### src/rtl/sha1_pkg.sv
`timescale 1ns / 1ps
// ----------------------------------------------------------------------------
// sha1_pkg
// Shared types and constants of the SHA-1 hash engine: initial vector, round
// constants, sequencer states and the message-schedule control bundle.
// ----------------------------------------------------------------------------
package sha1_pkg;

    // Initial chaining value
    localparam logic [31:0] IV0 = 32'h67452301;
    localparam logic [31:0] IV1 = 32'hefcdab89;
    localparam logic [31:0] IV2 = 32'h98badcfe;
    localparam logic [31:0] IV3 = 32'h10325476;
    localparam logic [31:0] IV4 = 32'hc3d2e1f0;

    // Round constants, one per group of twenty rounds
    localparam logic [31:0] K1 = 32'h5A827999;
    localparam logic [31:0] K2 = 32'h6ED9EBA1;
    localparam logic [31:0] K3 = 32'h8F1BBCDC;
    localparam logic [31:0] K4 = 32'hCA62C1D6;

    localparam logic [7:0] PAD_BYTE    = 8'h80;
    localparam logic [6:0] BLOCK_BYTES = 7'd64;
    localparam logic [6:0] LEN_POS     = 7'd56;
    localparam logic [6:0] LAST_ROUND  = 7'd79;
    localparam logic [6:0] PHASE2      = 7'd20;
    localparam logic [6:0] PHASE3      = 7'd40;
    localparam logic [6:0] PHASE4      = 7'd60;
    localparam logic [2:0] WORD_BYTES  = 3'd4;

    // Sequencer states
    typedef enum logic [3:0] {
        ST_IDLE,
        ST_PUSH,
        ST_PAD,
        ST_ZERO,
        ST_LEN_HI,
        ST_LEN_LO,
        ST_RUN,
        ST_FOLD,
        ST_OUT
    } t_state;

    // Control of the message schedule shift line
    typedef struct packed {
        logic        push;     // shift in nbytes leading bytes of src
        logic [2:0]  nbytes;   // 0..4
        logic [31:0] src;
        logic        expand;   // one schedule step of a round
    } t_sched_ctrl;

endpackage

### src/rtl/sha1_round.sv
`timescale 1ns / 1ps
// ----------------------------------------------------------------------------
// sha1_round
// Round function of the compression: selects f and K by round index and
// forms the new working value a.
// ----------------------------------------------------------------------------
module sha1_round (
    input  logic [31:0] i_a,
    input  logic [31:0] i_b,
    input  logic [31:0] i_c,
    input  logic [31:0] i_d,
    input  logic [31:0] i_e,
    input  logic [31:0] i_w,
    input  logic [6:0]  i_round,
    output logic [31:0] o_t
);

    logic [31:0] f;
    logic [31:0] k;

    // Boolean function and constant per phase
    always_comb begin
        if (i_round < sha1_pkg::PHASE2) begin
            f = i_d ^ (i_b & (i_c ^ i_d));
            k = sha1_pkg::K1;
        end else if (i_round < sha1_pkg::PHASE3) begin
            f = i_b ^ i_c ^ i_d;
            k = sha1_pkg::K2;
        end else if (i_round < sha1_pkg::PHASE4) begin
            f = (i_b & i_c) | (i_d & (i_b | i_c));
            k = sha1_pkg::K3;
        end else begin
            f = i_b ^ i_c ^ i_d;
            k = sha1_pkg::K4;
        end
    end

    // rotl(a,5) + f + e + K + W
    assign o_t = {i_a[26:0], i_a[31:27]} + f + i_e + k + i_w;

endmodule

### src/rtl/sha1_msg_sched.sv
`timescale 1ns / 1ps
// ----------------------------------------------------------------------------
// sha1_msg_sched
// 512-bit block buffer and message schedule in one shift line. Bytes shift in
// at the low end; during the rounds whole words shift out at the high end
// while the expanded word enters at the low end.
// ----------------------------------------------------------------------------
module sha1_msg_sched (
    input  logic                  i_clk,
    input  sha1_pkg::t_sched_ctrl i_ctrl,
    output logic [31:0]           o_w
);

    logic [511:0] r_msg;
    logic [511:0] n_msg;
    logic [31:0]  x;

    // Word k of the line sits at bits 511-32k downward; word 0 is W[i]
    assign o_w = r_msg[511:480];
    assign x   = r_msg[95:64] ^ r_msg[255:224] ^ r_msg[447:416] ^ r_msg[511:480];

    // Byte insertion or schedule step
    always_comb begin
        n_msg = r_msg;
        if (i_ctrl.expand) begin
            n_msg = {r_msg[479:0], x[30:0], x[31]};
        end else if (i_ctrl.push) begin
            case (i_ctrl.nbytes)
                3'd1:    n_msg = {r_msg[503:0], i_ctrl.src[31:24]};
                3'd2:    n_msg = {r_msg[495:0], i_ctrl.src[31:16]};
                3'd3:    n_msg = {r_msg[487:0], i_ctrl.src[31:8]};
                3'd4:    n_msg = {r_msg[479:0], i_ctrl.src};
                default: n_msg = r_msg;
            endcase
        end
    end

    always_ff @(posedge i_clk) begin
        r_msg <= n_msg;
    end

endmodule

### src/rtl/sha1_hash_engine.sv
`timescale 1ns / 1ps
// ----------------------------------------------------------------------------
// sha1_hash_engine
// Streaming SHA-1 over a byte message with padding, length trailer and
// digest output.
// ----------------------------------------------------------------------------
// A beat carries one big-endian word with 0..4 leading valid bytes (counts
// above four act as four) and a last flag. A beat whose bytes fit in the
// current 64-byte block goes into it whole. Each filled block runs through
// the single round unit, one round per cycle, then folds into the chaining
// value, during which no beat is taken; a beat straddling a block boundary
// is held and pushes its remaining bytes after the fold. On the last beat
// the sequencer appends 0x80, zero fill at up to four bytes a cycle (paused
// while a block is compressed, and running into an extra block when the pad
// needs one), the 64-bit length, runs the final block(s), and loads the
// digest into the output register. The digest waits there for its beat to
// be taken while the next message is already streaming in; the engine then
// restarts from the initial vector. No clearing pass is needed at reset.
// ----------------------------------------------------------------------------
module sha1_hash_engine (
    input  logic        i_clk,
    input  logic        i_rst_n,
    input  logic        i_in_valid,
    output logic        o_in_ready,
    input  logic [31:0] i_data_word,
    input  logic [2:0]  i_byte_count,
    input  logic        i_last_word,
    output logic        o_out_valid,
    input  logic        i_out_ready,
    output logic [31:0] o_digest_word0,
    output logic [31:0] o_digest_word1,
    output logic [31:0] o_digest_word2,
    output logic [31:0] o_digest_word3,
    output logic [31:0] o_digest_word4
);

    sha1_pkg::t_state r_state, n_state;
    sha1_pkg::t_state r_ret, n_ret;

    logic [6:0]  r_fill;
    logic [31:0] r_word;
    logic [2:0]  r_left;
    logic        r_last;
    logic [63:0] r_bits;
    logic [31:0] r_chain [5];
    logic [31:0] r_a, r_b, r_c, r_d, r_e;
    logic [6:0]  r_round;
    logic        r_out_valid;
    logic [31:0] r_dig [5];

    logic        accept;
    logic [2:0]  cnt_sat;
    logic        push_en;
    logic [31:0] src;
    logic [2:0]  want;
    logic [6:0]  room;
    logic [6:0]  gap;
    logic [2:0]  n;
    logic [6:0]  fill_next;
    logic        full;
    logic [2:0]  left_after;
    logic [31:0] word_after;
    sha1_pkg::t_state follow;
    logic        out_load;
    logic [31:0] w_cur;
    logic [31:0] t_new;
    sha1_pkg::t_sched_ctrl sched_ctrl;

    assign o_in_ready = (r_state == sha1_pkg::ST_IDLE);
    assign accept     = i_in_valid && o_in_ready;
    assign cnt_sat    = (i_byte_count > sha1_pkg::WORD_BYTES) ? sha1_pkg::WORD_BYTES
                                                              : i_byte_count;
    assign out_load   = (r_state == sha1_pkg::ST_OUT) && (!r_out_valid || i_out_ready);

    // Byte source for the push path, per state
    always_comb begin
        push_en = 1'b0;
        src     = 32'd0;
        want    = 3'd0;
        gap     = (r_fill > sha1_pkg::LEN_POS) ? (sha1_pkg::BLOCK_BYTES - r_fill)
                                               : (sha1_pkg::LEN_POS - r_fill);
        case (r_state)
            sha1_pkg::ST_IDLE: begin
                push_en = accept;
                src     = i_data_word;
                want    = cnt_sat;
            end
            sha1_pkg::ST_PUSH: begin
                push_en = 1'b1;
                src     = r_word;
                want    = r_left;
            end
            sha1_pkg::ST_PAD: begin
                push_en = 1'b1;
                src     = {sha1_pkg::PAD_BYTE, 24'd0};
                want    = 3'd1;
            end
            sha1_pkg::ST_ZERO: begin
                push_en = 1'b1;
                want    = (gap > 7'd4) ? sha1_pkg::WORD_BYTES : gap[2:0];
            end
            sha1_pkg::ST_LEN_HI: begin
                push_en = 1'b1;
                src     = r_bits[63:32];
                want    = sha1_pkg::WORD_BYTES;
            end
            sha1_pkg::ST_LEN_LO: begin
                push_en = 1'b1;
                src     = r_bits[31:0];
                want    = sha1_pkg::WORD_BYTES;
            end
            default: begin
                push_en = 1'b0;
            end
        endcase
    end

    // Bytes that fit in the current block
    assign room       = sha1_pkg::BLOCK_BYTES - r_fill;
    assign n          = ({4'd0, want} < room) ? want : room[2:0];
    assign fill_next  = r_fill + {4'd0, n};
    assign full       = (fill_next == sha1_pkg::BLOCK_BYTES);
    assign left_after = want - n;
    assign word_after = src << {n, 3'b000};

    // State that follows a push once any compression is done
    always_comb begin
        case (r_state)
            sha1_pkg::ST_IDLE: begin
                follow = (left_after != 3'd0) ? sha1_pkg::ST_PUSH
                       : (i_last_word ? sha1_pkg::ST_PAD : sha1_pkg::ST_IDLE);
            end
            sha1_pkg::ST_PUSH: begin
                follow = (left_after != 3'd0) ? sha1_pkg::ST_PUSH
                       : (r_last ? sha1_pkg::ST_PAD : sha1_pkg::ST_IDLE);
            end
            sha1_pkg::ST_PAD:    follow = sha1_pkg::ST_ZERO;
            sha1_pkg::ST_ZERO: begin
                follow = (fill_next == sha1_pkg::LEN_POS) ? sha1_pkg::ST_LEN_HI
                                                          : sha1_pkg::ST_ZERO;
            end
            sha1_pkg::ST_LEN_HI: follow = sha1_pkg::ST_LEN_LO;
            sha1_pkg::ST_LEN_LO: follow = sha1_pkg::ST_OUT;
            default:             follow = sha1_pkg::ST_IDLE;
        endcase
    end

    // Next state
    always_comb begin
        n_state = r_state;
        n_ret   = r_ret;
        case (r_state)
            sha1_pkg::ST_IDLE, sha1_pkg::ST_PUSH, sha1_pkg::ST_PAD, sha1_pkg::ST_ZERO,
            sha1_pkg::ST_LEN_HI, sha1_pkg::ST_LEN_LO: begin
                if (push_en) begin
                    n_state = full ? sha1_pkg::ST_RUN : follow;
                    n_ret   = follow;
                end
            end
            sha1_pkg::ST_RUN: begin
                if (r_round == sha1_pkg::LAST_ROUND) begin
                    n_state = sha1_pkg::ST_FOLD;
                end
            end
            sha1_pkg::ST_FOLD: n_state = r_ret;
            sha1_pkg::ST_OUT: begin
                if (out_load) begin
                    n_state = sha1_pkg::ST_IDLE;
                end
            end
            default: n_state = sha1_pkg::ST_IDLE;
        endcase
    end

    // Schedule control
    always_comb begin
        sched_ctrl.push   = push_en;
        sched_ctrl.nbytes = n;
        sched_ctrl.src    = src;
        sched_ctrl.expand = (r_state == sha1_pkg::ST_RUN);
    end

    sha1_msg_sched u_sched (
        .i_clk  (i_clk),
        .i_ctrl (sched_ctrl),
        .o_w    (w_cur)
    );

    sha1_round u_round (
        .i_a     (r_a),
        .i_b     (r_b),
        .i_c     (r_c),
        .i_d     (r_d),
        .i_e     (r_e),
        .i_w     (w_cur),
        .i_round (r_round),
        .o_t     (t_new)
    );

    // Control registers
    always_ff @(posedge i_clk) begin
        if (!i_rst_n) begin
            r_state     <= sha1_pkg::ST_IDLE;
            r_ret       <= sha1_pkg::ST_IDLE;
            r_fill      <= 7'd0;
            r_left      <= 3'd0;
            r_last      <= 1'b0;
            r_bits      <= 64'd0;
            r_round     <= 7'd0;
            r_out_valid <= 1'b0;
            r_chain[0]  <= sha1_pkg::IV0;
            r_chain[1]  <= sha1_pkg::IV1;
            r_chain[2]  <= sha1_pkg::IV2;
            r_chain[3]  <= sha1_pkg::IV3;
            r_chain[4]  <= sha1_pkg::IV4;
        end else begin
            r_state <= n_state;
            r_ret   <= n_ret;

            if (push_en) begin
                r_fill <= full ? 7'd0 : fill_next;
            end

            if (accept) begin
                r_left <= left_after;
                r_last <= i_last_word;
                r_bits <= r_bits + {58'd0, cnt_sat, 3'b000};
            end else if (r_state == sha1_pkg::ST_PUSH) begin
                r_left <= left_after;
            end

            r_round <= (r_state == sha1_pkg::ST_RUN) ? r_round + 7'd1 : 7'd0;

            // Fold the working values, or restart the chain after output
            if (r_state == sha1_pkg::ST_FOLD) begin
                r_chain[0] <= r_chain[0] + r_a;
                r_chain[1] <= r_chain[1] + r_b;
                r_chain[2] <= r_chain[2] + r_c;
                r_chain[3] <= r_chain[3] + r_d;
                r_chain[4] <= r_chain[4] + r_e;
            end else if (out_load) begin
                r_chain[0] <= sha1_pkg::IV0;
                r_chain[1] <= sha1_pkg::IV1;
                r_chain[2] <= sha1_pkg::IV2;
                r_chain[3] <= sha1_pkg::IV3;
                r_chain[4] <= sha1_pkg::IV4;
                r_bits     <= 64'd0;
            end

            // Output register
            if (out_load) begin
                r_out_valid <= 1'b1;
            end else if (i_out_ready) begin
                r_out_valid <= 1'b0;
            end
        end
    end

    // Payload registers: held word, working values, digest
    always_ff @(posedge i_clk) begin
        if (accept || (r_state == sha1_pkg::ST_PUSH)) begin
            r_word <= word_after;
        end

        if (r_state == sha1_pkg::ST_RUN) begin
            r_a <= t_new;
            r_b <= r_a;
            r_c <= {r_b[1:0], r_b[31:2]};
            r_d <= r_c;
            r_e <= r_d;
        end else begin
            r_a <= r_chain[0];
            r_b <= r_chain[1];
            r_c <= r_chain[2];
            r_d <= r_chain[3];
            r_e <= r_chain[4];
        end

        if (out_load) begin
            r_dig[0] <= r_chain[0];
            r_dig[1] <= r_chain[1];
            r_dig[2] <= r_chain[2];
            r_dig[3] <= r_chain[3];
            r_dig[4] <= r_chain[4];
        end
    end

    assign o_out_valid    = r_out_valid;
    assign o_digest_word0 = r_dig[0];
    assign o_digest_word1 = r_dig[1];
    assign o_digest_word2 = r_dig[2];
    assign o_digest_word3 = r_dig[3];
    assign o_digest_word4 = r_dig[4];

endmodule
### config.mk
export PLATFORM = sky130hd
export DESIGN_NAME = sha1_hash_engine
export DESIGN_NICKNAME = d
export VERILOG_FILES = /design/src/rtl/sha1_pkg.sv /design/src/rtl/sha1_round.sv /design/src/rtl/sha1_msg_sched.sv /design/src/rtl/sha1_hash_engine.sv
export SDC_FILE = /design/constraint.sdc
export NUM_CORES = 2
export LEC_CHECK = 0
export BUFFER_PORTS_ARGS = -buffer_cell sky130_fd_sc_hd__buf_2
export CORE_ASPECT_RATIO = 1.1
export CORE_MARGIN = 3
export CORE_UTILIZATION = 57
export CTS_CLUSTER_DIAMETER = 30
export DETAILED_ROUTE_END_ITERATION = 8
export PLACE_DENSITY = 0.77
export SLEW_MARGIN = 20
export SYNTH_ARGS = -nofsm -noshare
export SYNTH_HDL_FRONTEND = slang
export SYNTH_SLANG_ARGS = --single-unit
### constraint.sdc
create_clock -name i_clk -period 50 [get_ports i_clk]
set_clock_uncertainty 0.05 [all_clocks]
set_input_delay 7.5 -clock i_clk [delete_from_list [all_inputs] [get_ports i_clk]]
set_output_delay 7.5 -clock i_clk [all_outputs]
set_load 0.01 [all_outputs]
### After elaboration in Yosys (flattened, before gate mapping)

Memory sizes are Yosys's and may differ from the RTL's.
Cells that the tools add are included.

| storage, ports and cells | value |
|---|---|
| word-level logic and storage cells | 157 |
| memories | 2 |
| bits of input ports | 40 |
| memory bits (writable) | 320 |
| register bits after elaboration | 795 |
| output and inout port bits | 162 |

Memories:

| name | words | width | rd ports | clocked after memory_dff | wr ports | line | source |
|---|---|---|---|---|---|---|---|
| r_chain | 5 | 32 | 5 | 0 | 5 | sha1_hash_engine.sv:45 | `logic [31:0] r_chain [5];` |
| r_dig | 5 | 32 | 5 | 0 | 5 | sha1_hash_engine.sv:49 | `logic [31:0] r_dig [5];` |

| cells by class | value |
|---|---|
| equality and inequality tests | 18 |
| muxes and demuxes | 59 |
| magnitude comparators | 7 |
| bitwise operators | 22 |
| shift operators | 1 |
| $add $sub $neg | 15 |
| reductions and logical operators | 18 |

Operators by type and width:

| kind | number |
|---|---|
| $pmux W512 S4 | 1 |
| $mux W512 | 2 |
| $mux W32 | 20 |
| $add A32 B32 Y32 | 9 |
| $xor A32 B32 Y32 | 7 |
| $mux W64 | 3 |
| $pmux W32 S5 | 1 |
| $and A32 B32 Y32 | 3 |
| $add A64 B6 Y64 | 1 |
| $or A32 B32 Y32 | 2 |
| $shl A32 B6 Y32 | 1 |
| $mux W31 | 1 |
| $pmux W4 S6 | 1 |
| $mux W3 | 6 |
| $eq A4 B3 Y1 const B | 4 |
| $mux W4 | 4 |
| $pmux W4 S4 | 1 |
| $pmux W3 S5 | 1 |
| $eq A7 B7 Y1 const B | 2 |
| $lt A7 B6 Y1 const B | 2 |
| $mux W7 | 2 |
| $mux W1 | 11 |
| $or A1 B1 Y1 | 10 |
| $eq A4 B2 Y1 const B | 2 |
| other kinds (32) | 43 |

### Logic depth before layout (Yosys ltp)

| logic depth | value |
|---|---|
| depth in word-level cells | 14 |
| mapped depth | 30 |
| depth with buffers taken out | 26 |

### Hierarchy

A second synthesis with hierarchy kept.

| unflattened totals | value |
|---|---|
| cells, all modules | 8597 |
| area, all modules | 81295.5 sq um |

By module, submodules not included:

| module | area an instance (sq um) | sequential area each (sq um) | cells each | instances |
|---|---|---|---|---|
| sha1_msg_sched | 46054.2 | 15374.7 | 5289 | 1 |
| sha1_hash_engine | 29563.4 | 15534.9 | 2658 | 1 |
| sha1_round | 5677.9 | 0.0 | 650 | 1 |

### Least setup slack after synthesis

OpenSTA, ideal clock, no wires.

| timing path | value |
|---|---|
| path kind | input-to-reg |
| start point | input i_byte_count[2] |
| end point | register u_sched.r_msg[0] (enable) |
| library setup time | 2.097 ns |
| setup slack | 2.097 ns |
| arrival time | 45.757 ns |
| required time | 47.853 ns |
| path buffers | 2 |
| stages | 14 |
| cell sequence | mux2_2 o21ai_0 a21boi_0 and2_1 inv_1 ha_1 a21o_1 o31a_1 o21a_1 buf_6 mux2i_2 clkbuf_1 a21oi_1 o21ai_0 |

| on the way | value |
|---|---|
| longest elaborated chain between the ends | 8 |
| elaborated cells on any way between the ends | 11 |
| those cells by class | order compare: 2; eq/ne: 4; mux: 3; reduce/logical: 2 |

Ends and longest elaborated chain:

| item | line | source |
|---|---|---|
| start: declaration | sha1_hash_engine.sv:26 | `input logic [2:0] i_byte_count,` |
| $gt A3 B3 Y1 | sha1_hash_engine.sv:71 | `assign cnt_sat = (i_byte_count > sha1_pkg::WORD_BYTES) ? sha1_pkg::WORD_BYTES` |
| $mux W3 * | sha1_hash_engine.sv:71 |  |
| $pmux W3 S5 * | sha1_hash_engine.sv:82 | `case (r_state)` |
| $lt A3 B7 Y1 | sha1_hash_engine.sv:120 | `assign n = ({4'd0, want} < room) ? want : room[2:0];` |
| $mux W3 * | sha1_hash_engine.sv:120 |  |
| $eq A3 B1 Y1, or another cell as far along | sha1_msg_sched.sv:28 | `case (i_ctrl.nbytes)` |
| $reduce_bool A5 Y1 (no line) * | -- |  |
| $reduce_and A2 Y1 (no line) * | -- |  |
| end signal: assignment | sha1_msg_sched.sv:39 | `r_msg <= n_msg;` |
| end: declaration | sha1_msg_sched.sv:14 | `logic [511:0] r_msg;` |

Every way passes the cells marked *; elsewhere a longest branch is shown, timed or not.
A chain may end at the register's enable or synchronous reset.

### Worst setup path after layout

| timing path | value |
|---|---|
| start point | input i_byte_count[2] |
| end point | register u_sched.r_msg[162] (enable) |

Same word-level chain as after synthesis.

==> reports/summary.txt <==
R2R setup slack = 42.33 ns
Syn. warnings = 0
Final GP Congestion = 0.971
CORE AREA = 117000 sq um
CTS Sinks = 1112
Avg Inst Size Synth = 9.65 sq um
Placed inst area = 68700 sq um
F_max = 0.0744 GHz
Htree depth = 4
Total Power = 5620 uW
Syn nets = 7346
Hold Path Class = flip-flop to flip-flop
Largest net degree at the start of global routing = 232
Worst reg2reg endpoint = u_sched.r_msg[162]$_DFFE_PP_
Cell Area, Synth = 67300 sq um
Ports = 202
Status = finished clean
Kind of end point of the critical path = flip-flop
Root buffer cell = clkbuf_16
CTS resizes = 0
Endpoints failing setup = 0
Power Density = 73.4 nW/um^2
Fin nets = 7347
IO buf count = 201
WP data arrival = 13.80 ns
FF-to-FF Start = r_fill[0]$_SDFFE_PN0P_
Count leader, synth = a21oi_1
Hold Path Sink = r_round[0]$_SDFF_PN0_
Slew Limit Fails = 0
Post-synthesis cell count = 6975
Critical Path Fanout Max = 78
Top cells by count, synth = a21oi_1 (1175), edfxtp_1 (864), nor2_1 (694), nand2_1 (672), o22ai_1 (508)
Deepest clock path buffer count = 3
Final setup TNS = 0 ns
Unrepaired setup endpoints after global routing = no
Critical Path Source Type = input pin
Antenna viol nets, final = 0
Reg2Reg Depth = 19
Final worst path period share = 26.9%
Post-synth EDFFs = 864
Wire per inst = 23.4 microns
Hpwl dp = 132000 microns
Min-Delay Path Depth = 1
DRT iter0 DRCs = 7395
Layout cells sized above 1 = 10.2%
Post-CTS Hold Buffers = 0
Yosys cell types = 88
Slew @ Worst Pin = 1.22 ns
Seq/Total Area, Yosys = 45.9%
Compound-Gate Fraction of Synth Area = 26.6%
Post-synthesis mux area share = 1.07%
Final wirelength = 203000 microns
Simple-gate share of the synthesized area = 11.1%
XOR/XNOR share of the synthesized area = 3.63%
Synth async-reset ratio = 0%
Post-CTS setup buffers = 0
Relative slew slack = 18.6%
Max Cap Viol = 0
Prevailing post-synth register cell = edfxtp_1
Worst EP required = 50.36 ns
Final Hold Fails = 0
Worst vdd ir = 0.0806 mV
Wire length of the first global-routing pass = 316000 microns
Placement Rows = 131
Vias in the first global route = 55300
CTS clock-pin slew for the worst setup and hold paths = 0.04 ns
DR pass1 iterations = 6
Area grow syn2layout = 13.9%
Die height = 366 microns
Num CTS Buffers = 225
Post-synth top area share = 38.5%
GRT overflow = 0
Worst skew pair latency = 0.87 ns
Leak pwr = 0.0283 uW
DIE AREA = 122000 sq um
Initial antenna violation count = 2
Via count = 58900
GRT Util Overall = 32.0%
Antenna Cells = 0
Initial Util = 57.8%
CTS tree = done
Die Width = 334 microns
Main combinational cell family by area after synthesis = compound AO/OA/AOI/OAI gates
Yosys top cell by area = edfxtp_1
DR DRC count = 0
Post-synthesis adder-cell area fraction = 7.58%
Largest cells by area after synthesis = edfxtp_1 (39%), a21oi_1 (8.7%), dfxtp_1 (7.4%)
Hold path start = r_round[0]$_SDFF_PN0_
Vias per cell = 6.76
#FFs+latches synth = 1112
Fin area = 76700 sq um
Fin crit period = 13.44 ns
Worst Path Class, Setup = input pin to flip-flop
final cells by class:
type / count / area [sq um]
clock inverter: 166 / 1960
clock buffer: 259 / 5900
sequential: 1112 / 30900
fill: 8824 / 39900
multi-input combinational: 5217 / 33800
inverter: 147 / 562
timing repair buffer: 273 / 1630
tap: 1529 / 1910
placed cells by master, fill, tap and decap left out, types with 20 or more instances in the layout:
cell	synthesis	routed
nand2b_1	43	43
a2bb2oi_1	496	496
or3_1	32	30
nor2b_1	29	29
dfxtp_1	248	248
clkbuf_1	293	23
mux2i_1	58	57
and2_1	27	27
nand2_1	672	671
clkinv_1	1	26
edfxtp_1	864	864
a22o_1	47	47
clkinvlp_4	0	20
a221o_1	30	30
xor2_1	111	111
inv_6	0	24
a21o_1	75	75
nand3_1	53	52
o221a_2	26	26
clkinv_2	0	34
clkbuf_16	0	228
xnor2_1	168	168
o22ai_1	508	508
o21a_1	47	47
a211oi_1	33	33
nor3_1	67	63
buf_4	28	66
o211ai_1	24	24
buf_2	157	201
inv_1	144	143
o21ai_0	169	168
a21oi_1	1175	1175
bufinv_16	0	23
nor2_1	694	691
ha_1	203	203
and3_1	30	30
fa_1	128	128
nand4_1	30	30
sequential cells by signal, summed over array words and instances, names as in the netlist, 7 cells and up:
name,count
r_fill,7
r_round,7
r_a,32
r_chain,160
r_bits,61
u_sched.r_msg,512
r_c,32
r_dig,160
r_word,32
r_e,32
r_d,32
r_b,32
metrics by stage:
stage | instances | hold slack (ns) | setup slack (ns) | utilization (%)
2_1_floorplan | 6975 | 0.363 | 2.10 | -
3_3_place_gp | 8276 | 0.371 | 35.87 | 59.0
3_5_place_dp | 8276 | 0.384 | 35.77 | 59.0
4_1_cts | 8701 | 0.390 | 36.61 | 65.7
5_1_grt | 8703 | 0.422 | 36.13 | 65.8
6_report | 8703 | 0.393 | 36.56 | 65.8
worst max path at each step:
| stage | start | to | slack [ns] | depth (start not counted) |
|---|---|---|---|---|
| final | i_byte_count[2] | u_sched.r_msg[162]$_DFFE_PP_ | 36.56 | 18 |
| after global routing | i_byte_count[2] | u_sched.r_msg[226]$_DFFE_PP_ | 36.13 | 18 |
| after CTS | i_byte_count[2] | u_sched.r_msg[387]$_DFFE_PP_ | 36.61 | 18 |
| after detailed placement | i_byte_count[2] | u_sched.r_msg[341]$_DFFE_PP_ | 35.77 | 18 |
| after global placement | i_byte_count[2] | u_sched.r_msg[341]$_DFFE_PP_ | 35.87 | 18 |
| after floorplan | i_byte_count[2] | u_sched.r_msg[0]$_DFFE_PP_ | 2.10 | 14 |
per-layer routing:
layer | part of all wire (%) | wire, microns | vias up | GRT usage, %
li1 | - | - | 26400 | -
met1 | 39 | 78500 | 28600 | 42.0
met2 | 46 | 94500 | 3251 | 50.3
met3 | 8.7 | 17600 | 532 | 4.89
met4 | 6.2 | 12700 | 0 | 19.1
met5 | 0 | 0 | - | 0
cell families (layout without fill, tap and decap cells):
logic type / Yosys count / after routing
DFF: 1112 / 1112
xor gates and xnor gates: 279 / 279
muxes: 70 / 70
and+or+nand+nor: 1744 / 1744
buffers and inverters: 646 / 845
adders and majority gates: 331 / 331
AOI/OAI and AO/OA: 2793 / 2793
power breakdown:
group          total (uW)  switching, uW  internal (uW)  leakage (uW)
sequential           1900            412           1490       0.00967
combinational        2200           1330            878        0.0149
clock                1520            546            976       0.00378
worst max-delay path: stages:
cell	delay [ns]
buf_2	0.12
mux2_2	0.25
o21ai_0	0.32
a21boi_0	0.22
and2_1	0.19
inv_1	0.07
ha_1	0.30
o21a_1	0.12
nor2_1	0.04
a21oi_1	0.24
o21a_1	0.54
mux2i_2	0.27
buf_4	0.28
a21oi_1	0.11
o21ai_4	0.65
buf_4	0.72
buf_4	0.79
buf_4	0.90
No activity file was read; power rests on OpenSTA's default activity.
